`src/sv/sorted_key_header_store_defines.svh`:
```
// Assertion macros shared by the sorted key header store modules.
`ifndef SORTED_KEY_HEADER_STORE_DEFINES_SVH
`define SORTED_KEY_HEADER_STORE_DEFINES_SVH

// Same-cycle implication, sampled on clk, off while arst_n is low.
`define SKHS_ASSERT_NOW(lbl, ante, cons) \
	lbl: assert property (@(posedge clk) disable iff (!arst_n) (ante) |-> (cons)) \
		else $error("skhs check failed");

// Next-cycle implication, sampled on clk, off while arst_n is low.
`define SKHS_ASSERT_NEXT(lbl, ante, cons) \
	lbl: assert property (@(posedge clk) disable iff (!arst_n) (ante) |=> (cons)) \
		else $error("skhs check failed");

`endif

```
`src/sv/skhs_pkg.sv`:
```
// Shared constants, types and helpers of the sorted key header store.
package skhs_pkg;

	localparam int CAPACITY = 1024;
	localparam int ADDR_W   = $clog2(CAPACITY);
	localparam int CNT_W    = $clog2(CAPACITY + 1);

	localparam int KEY_W    = 64;
	localparam int HDR_W    = 64;
	localparam int STATUS_W = 3;
	localparam int BYTES_W  = 4;
	localparam int CFG_IDX_W = 2;

	localparam logic [CFG_IDX_W-1:0] CFG_KEY_BYTES    = 2'd0;
	localparam logic [CFG_IDX_W-1:0] CFG_HEADER_BYTES = 2'd1;

	localparam logic [BYTES_W-1:0] BYTES_RESET = 4'd8;

	localparam logic [STATUS_W-1:0] ST_ADDED     = 3'd0;
	localparam logic [STATUS_W-1:0] ST_PRESENT   = 3'd1;
	localparam logic [STATUS_W-1:0] ST_FOUND     = 3'd2;
	localparam logic [STATUS_W-1:0] ST_NOT_FOUND = 3'd3;
	localparam logic [STATUS_W-1:0] ST_FULL      = 3'd4;

	localparam logic MODE_ADD  = 1'b0;
	localparam logic MODE_FIND = 1'b1;

	typedef struct packed {
		logic load;        // take a new item
		logic probe;       // read the entry at the bisection midpoint
		logic compare;     // narrow the search window with the read entry
		logic shift_init;  // set up the move of the upper entries
		logic shift_step;  // read one entry to move up one slot
		logic insert;      // write the new entry into the gap
		logic res_load;    // fill the output register
	} skhs_cmd_t;

	typedef struct packed {
		logic search_done;
		logic need_insert;
		logic shift_done;
	} skhs_sts_t;

	// Low n bytes set; counts of 8 and above give the full word.
	function automatic logic [KEY_W-1:0] byte_mask(input logic [BYTES_W-1:0] n);
		logic [KEY_W-1:0] m;
		m = '0;
		for (int b = 0; b < KEY_W / 8; b++) begin
			if (n > BYTES_W'(b)) begin
				m[b*8 +: 8] = 8'hff;
			end
		end
		return m;
	endfunction

endpackage

```
`src/sv/skhs_ctrl.sv`:
```
// Controller: sequences search, entry move, insert and result hand-off.
`include "sorted_key_header_store_defines.svh"

module skhs_ctrl (
	input  logic                clk,
	input  logic                arst_n,
	input  logic                s_tvalid,
	output logic                s_tready,
	output logic                m_tvalid,
	input  logic                m_tready,
	input  skhs_pkg::skhs_sts_t sts,
	output skhs_pkg::skhs_cmd_t cmd
);

	localparam logic [2:0] ST_IDLE   = 3'd0;
	localparam logic [2:0] ST_PROBE  = 3'd1;
	localparam logic [2:0] ST_CMP    = 3'd2;
	localparam logic [2:0] ST_DECIDE = 3'd3;
	localparam logic [2:0] ST_SHIFT  = 3'd4;
	localparam logic [2:0] ST_INSERT = 3'd5;
	localparam logic [2:0] ST_DONE   = 3'd6;

	logic [2:0] state_q, state_d;
	logic       m_tvalid_q;
	logic       out_free;

	assign s_tready = (state_q == ST_IDLE);
	assign m_tvalid = m_tvalid_q;
	assign out_free = !m_tvalid_q || m_tready;

	always_comb begin
		state_d = state_q;
		cmd     = '0;
		unique case (state_q)
			ST_IDLE: begin
				if (s_tvalid) begin
					cmd.load = 1'b1;
					state_d  = ST_PROBE;
				end
			end
			ST_PROBE: begin
				if (sts.search_done) begin
					state_d = ST_DECIDE;
				end else begin
					cmd.probe = 1'b1;
					state_d   = ST_CMP;
				end
			end
			ST_CMP: begin
				cmd.compare = 1'b1;
				state_d     = ST_PROBE;
			end
			ST_DECIDE: begin
				if (sts.need_insert) begin
					cmd.shift_init = 1'b1;
					state_d        = ST_SHIFT;
				end else begin
					state_d = ST_DONE;
				end
			end
			ST_SHIFT: begin
				// Move entries one per cycle, top first; the last write lands in this state.
				if (sts.shift_done) begin
					state_d = ST_INSERT;
				end else begin
					cmd.shift_step = 1'b1;
				end
			end
			ST_INSERT: begin
				cmd.insert = 1'b1;
				state_d    = ST_DONE;
			end
			ST_DONE: begin
				if (out_free) begin
					cmd.res_load = 1'b1;
					state_d      = ST_IDLE;
				end
			end
			default: begin
				state_d = ST_IDLE;
			end
		endcase
	end

	always_ff @(posedge clk or negedge arst_n) begin
		if (!arst_n) begin
			state_q    <= ST_IDLE;
			m_tvalid_q <= 1'b0;
		end else begin
			state_q <= state_d;
			if (cmd.res_load) begin
				m_tvalid_q <= 1'b1;
			end else if (m_tready) begin
				m_tvalid_q <= 1'b0;
			end
		end
	end

	`SKHS_ASSERT_NEXT(a_accept_starts_search, s_tvalid && s_tready, state_q == ST_PROBE)
	`SKHS_ASSERT_NOW(a_insert_after_move, cmd.insert, $past(state_q) == ST_SHIFT)
	`SKHS_ASSERT_NEXT(a_result_presented, cmd.res_load, m_tvalid_q && state_q == ST_IDLE)

endmodule

```
`config.mk`:
```
export PLATFORM = sky130hd
export DESIGN_NAME = skhs_ctrl
export DESIGN_NICKNAME = d
export VERILOG_FILES = /design/src/sv/skhs_pkg.sv /design/src/sv/skhs_ctrl.sv
export VERILOG_INCLUDE_DIRS = /design/src /design/src/sv
export SDC_FILE = /design/constraint.sdc
export NUM_CORES = 1
export LEC_CHECK = 0
export ABC_AREA = 1
export BUFFER_PORTS_ARGS = -buffer_cell sky130_fd_sc_hd__buf_2
export CORE_AREA = 2 2 39 41
export CTS_CLUSTER_SIZE = 28
export DETAILED_ROUTE_END_ITERATION = 12
export DIE_AREA = 0 0 41 43
export GPL_TIMING_DRIVEN = 0
export PLACE_DENSITY = 0.54
export SYNTH_ARGS = -nofsm -noshare
export SYNTH_HDL_FRONTEND = slang
export SYNTH_SLANG_ARGS = --single-unit
```
`constraint.sdc`:
```
create_clock -name clk -period 1.35 [get_ports clk]
set_clock_uncertainty 0.05 [all_clocks]
set_input_delay 0.405 -clock clk [delete_from_list [all_inputs] [get_ports clk]]
set_output_delay 0.405 -clock clk [all_outputs]
set_load 0.005 [all_outputs]
```
==> impl_metrics.ini <==
[placement]
detailed_place_hpwl_um = 551
io_buffer_count = 15
setup_slack_placement_ps = -54.0
finalWeightedCongestion = 0.750
dpl_cell_area_um2 = 434

[global_routing]
vias_in_the_first_global_route = 336
groute.layer.met2.usage_pct = 15.0
gr-usage-met1_pct = 13.3
largest_net_degree_at_the_start_of_global_routing = 9
gr-max-usage-layer = met2
number_of_antenna_violations_at_the_first_check_in_global_routing = 0
grt_first_pass_wirelength_um = 1280
grtUsageMet3_pct = 1.57
globalRouteOverflowTotal = 0
groute.usage.overall_pct = 10.8

[setup_path]
rr_startpoint = state_q[1]$_DFFE_PN0P_
cpLargestDelayFamily = flip-flops
launching_element_of_the_worst_setup_path = state_q[2]$_DFFE_PN0P_
worstPathMaxFanout = 8
crit_path_top_delay_cell = dfrtp_1
critical_path.max_stage_delay_ps = 380
crit_path_start_kind = flip-flop
criticalPathCategory = flip-flop to primary output
worst_endpoint_required_time_ps = 900
worstPathCellList = buf_8 > nor4_2 > buf_2
element_type_at_the_critical_path_end = primary output
critical_path_buf_inv_count = 2
critical_path_arrival_ps = 1140

[timing]
setup_repair_after_global_routing_missed_its_margin = true
timing.setup.tns_ps = -1560
max_slew.worst_pin.slew_ps = 192
layout_min_cycle_time_ps = 1600
final_hold_viol_count = 0
final_critical_path_setup_slack_ps = -247
post-route-period-util_pct = 118
achievable-frequency_ghz = 0.626
timing.final.setup_violations = 8
final-max-slew-violation-count = 0
worst_slew_margin_rel_pct = 87.1

[floorplan]
die-height_um = 43
floorplan.initialDensity_pct = 24.5
core_area_um2 = 1380
std_cell_rows = 14
floorplan.die.width_um = 41
io_pins = 16
die-area_um2 = 1760

[logic_synthesis]
synth_top_flop_cell = dfrtp_1
post_synth_instance_area_um2 = 339
yosysUniqueCellTypes = 16
synth.yosys.seq_area_share_pct = 29.5
yosysTopAreaCellShare_pct = 29.5
syn_avg_cell_area_um2 = 6.92
syn-num-nets = 56
post_synth_inst_count = 49
synth.largest_area_cell = dfrtp_1
synth.top_cells.by_area = dfrtp_1 30%, inv_1 8.9%, nand2_1 8.9%
synthArstFlopShare_pct = 100
synth-edff-count = 0
ys_warn_count = 0
number_of_flip_flops_and_latches_in_the_synthesized_netlist = 4

[finish]
flow.area_growth_from_synthesis_pct = 51.7
finalInstanceArea_um2 = 514
layout.core_utilization_pct = 37.2
layout.cells.most_common_list = 15 x buf_2, 8 x inv_1, 8 x nor2_1, 7 x nand2_1, 5 x buf_4
antennaDiodeCount = 0
final_layout_size_suffix_gt1_share_pct = 52.1
final_common_cell = buf_2
layout.nets = 82

[outcome]
result_of_the_run = finished, violations left
violated_checks = negative setup slack

[route]
detail_route.vias_per_cell = 4.21
routed-via-count = 375
dr.first_iter.drc_count = 4
detail_route.first_pass.iterations = 4
post_drt_wl_per_cell_um = 8.44
route.detailed.drc = 0
postRouteWirelength_um = 751
ant_nets = 0

[job]
max_cap_violations = 0

[power]
p_leak_nw = 0.304
finalPower_mw = 1.06
p_sw_mw = 0.465
worst_ir_drop_vdd_v = 0.000733
seq_power_share_pct = 22.5
sw_frac_of_total_pct = 43.6
comb_power_share_pct = 63.2
p_clk_share_pct = 14.3
cellPowerDensity_nw_per_um2 = 2070
internal-power_mw = 0.600

[clock_network]
htree_levels = 1
tritoncts_clock_tree = yes
root_buffer = clkbuf_4
cts.clk_slew.worst_paths_ps = 40
cts_made_buffers = 3
cts_sinks = 4
cts_max_path_buffers = 2
clk_latency_ps = 240

[min_path]
hold_path.class = primary input to flip-flop
startpoint_of_the_tightest_hold_check_path = m_tready
per-layer routing:
metal | up-vias | share of wire, % | wire length [um]
li1 | 198 | - | -
met1 | 164 | 40 | 297
met2 | 10 | 52 | 389
met3 | 3 | 4.5 | 34
met4 | 0 | 3.7 | 28
met5 | - | 0 | 0
timing repair:
action / CTS / global route
hold buffers: 1 / 0
setup endpoints to repair: 8 / 8
pin swaps: 2 / 2
buffers inserted: 5 / 0
resized for setup: 3 / 1
hold endpoints to repair: 4 / 0
flip-flops by register name, indices dropped and copies added (netlist names):
signal    flops
m_tvalid      1
state_q       3
synthesized netlist by cell type, types with 2 or more instances:
master / instances
nand3_2: 2
inv_1: 8
inv_2: 3
nor2_4: 2
dfrtp_1: 4
nand3_1: 2
nor2_1: 8
o21ai_1: 2
nor3_1: 3
a21oi_1: 2
nand2_1: 8
metrics by stage:
step	hold WS, ps	cells
after floorplan	59.4	49
after global placement	162	80
after detailed placement	165	80
after CTS	399	89
after global routing	461	89
final	401	89
worst register-to-register path: cells and delay by family (launching register included):
kind                   cells  cell delay [ps]
and+or+nand+nor            4              310
DFF                        1              370
buffers and inverters      3              380
path summary, 6_finish.rpt:
kind / slack (ps) / to / cells past startpoint
min reg2reg: 470 / m_tvalid$_DFFE_PN0P_ / 2
max: -250 / cmd[5] / 3
min in group asynchronous: 440 / state_q[1]$_DFFE_PN0P_ / 2
max in group asynchronous: 670 / state_q[0]$_DFFE_PN0P_ / 2
max reg2reg: 130 / state_q[0]$_DFFE_PN0P_ / 7
min: 400 / m_tvalid$_DFFE_PN0P_ / 4
cell type report:
cell class	count	area [um2]
well taps	16	20.0
inverters	11	41.3
flip-flops and latches	4	101
clock buffers	3	22.5
plain buffers	2	26.3
repair buffers	21	123
fillers	150	870
multi-input cells	32	180
cells by family (layout without fill, tap and decap cells):
| kind of cell | Yosys count | count (layout) | share of synthesized area, % |
|---|---|---|---|
| buf+inv | 13 | 37 | 19.6 |
| simple gates | 28 | 28 | 45.0 |
| compound gates | 4 | 4 | 5.90 |
| flops | 4 | 4 | 29.5 |
power by group through the flow:
stage / Sequential (mW) / Clock, mW / Combinational, mW
2_1_floorplan: 0.227 / 0 / 0.428
3_3_place_gp: 0.235 / 0 / 0.575
3_5_place_dp: 0.234 / 0 / 0.575
4_1_cts: 0.237 / 0.159 / 0.672
5_1_grt: 0.247 / 0.165 / 0.752
6_report: 0.239 / 0.152 / 0.673
Power figures use the tool's default switching activity.
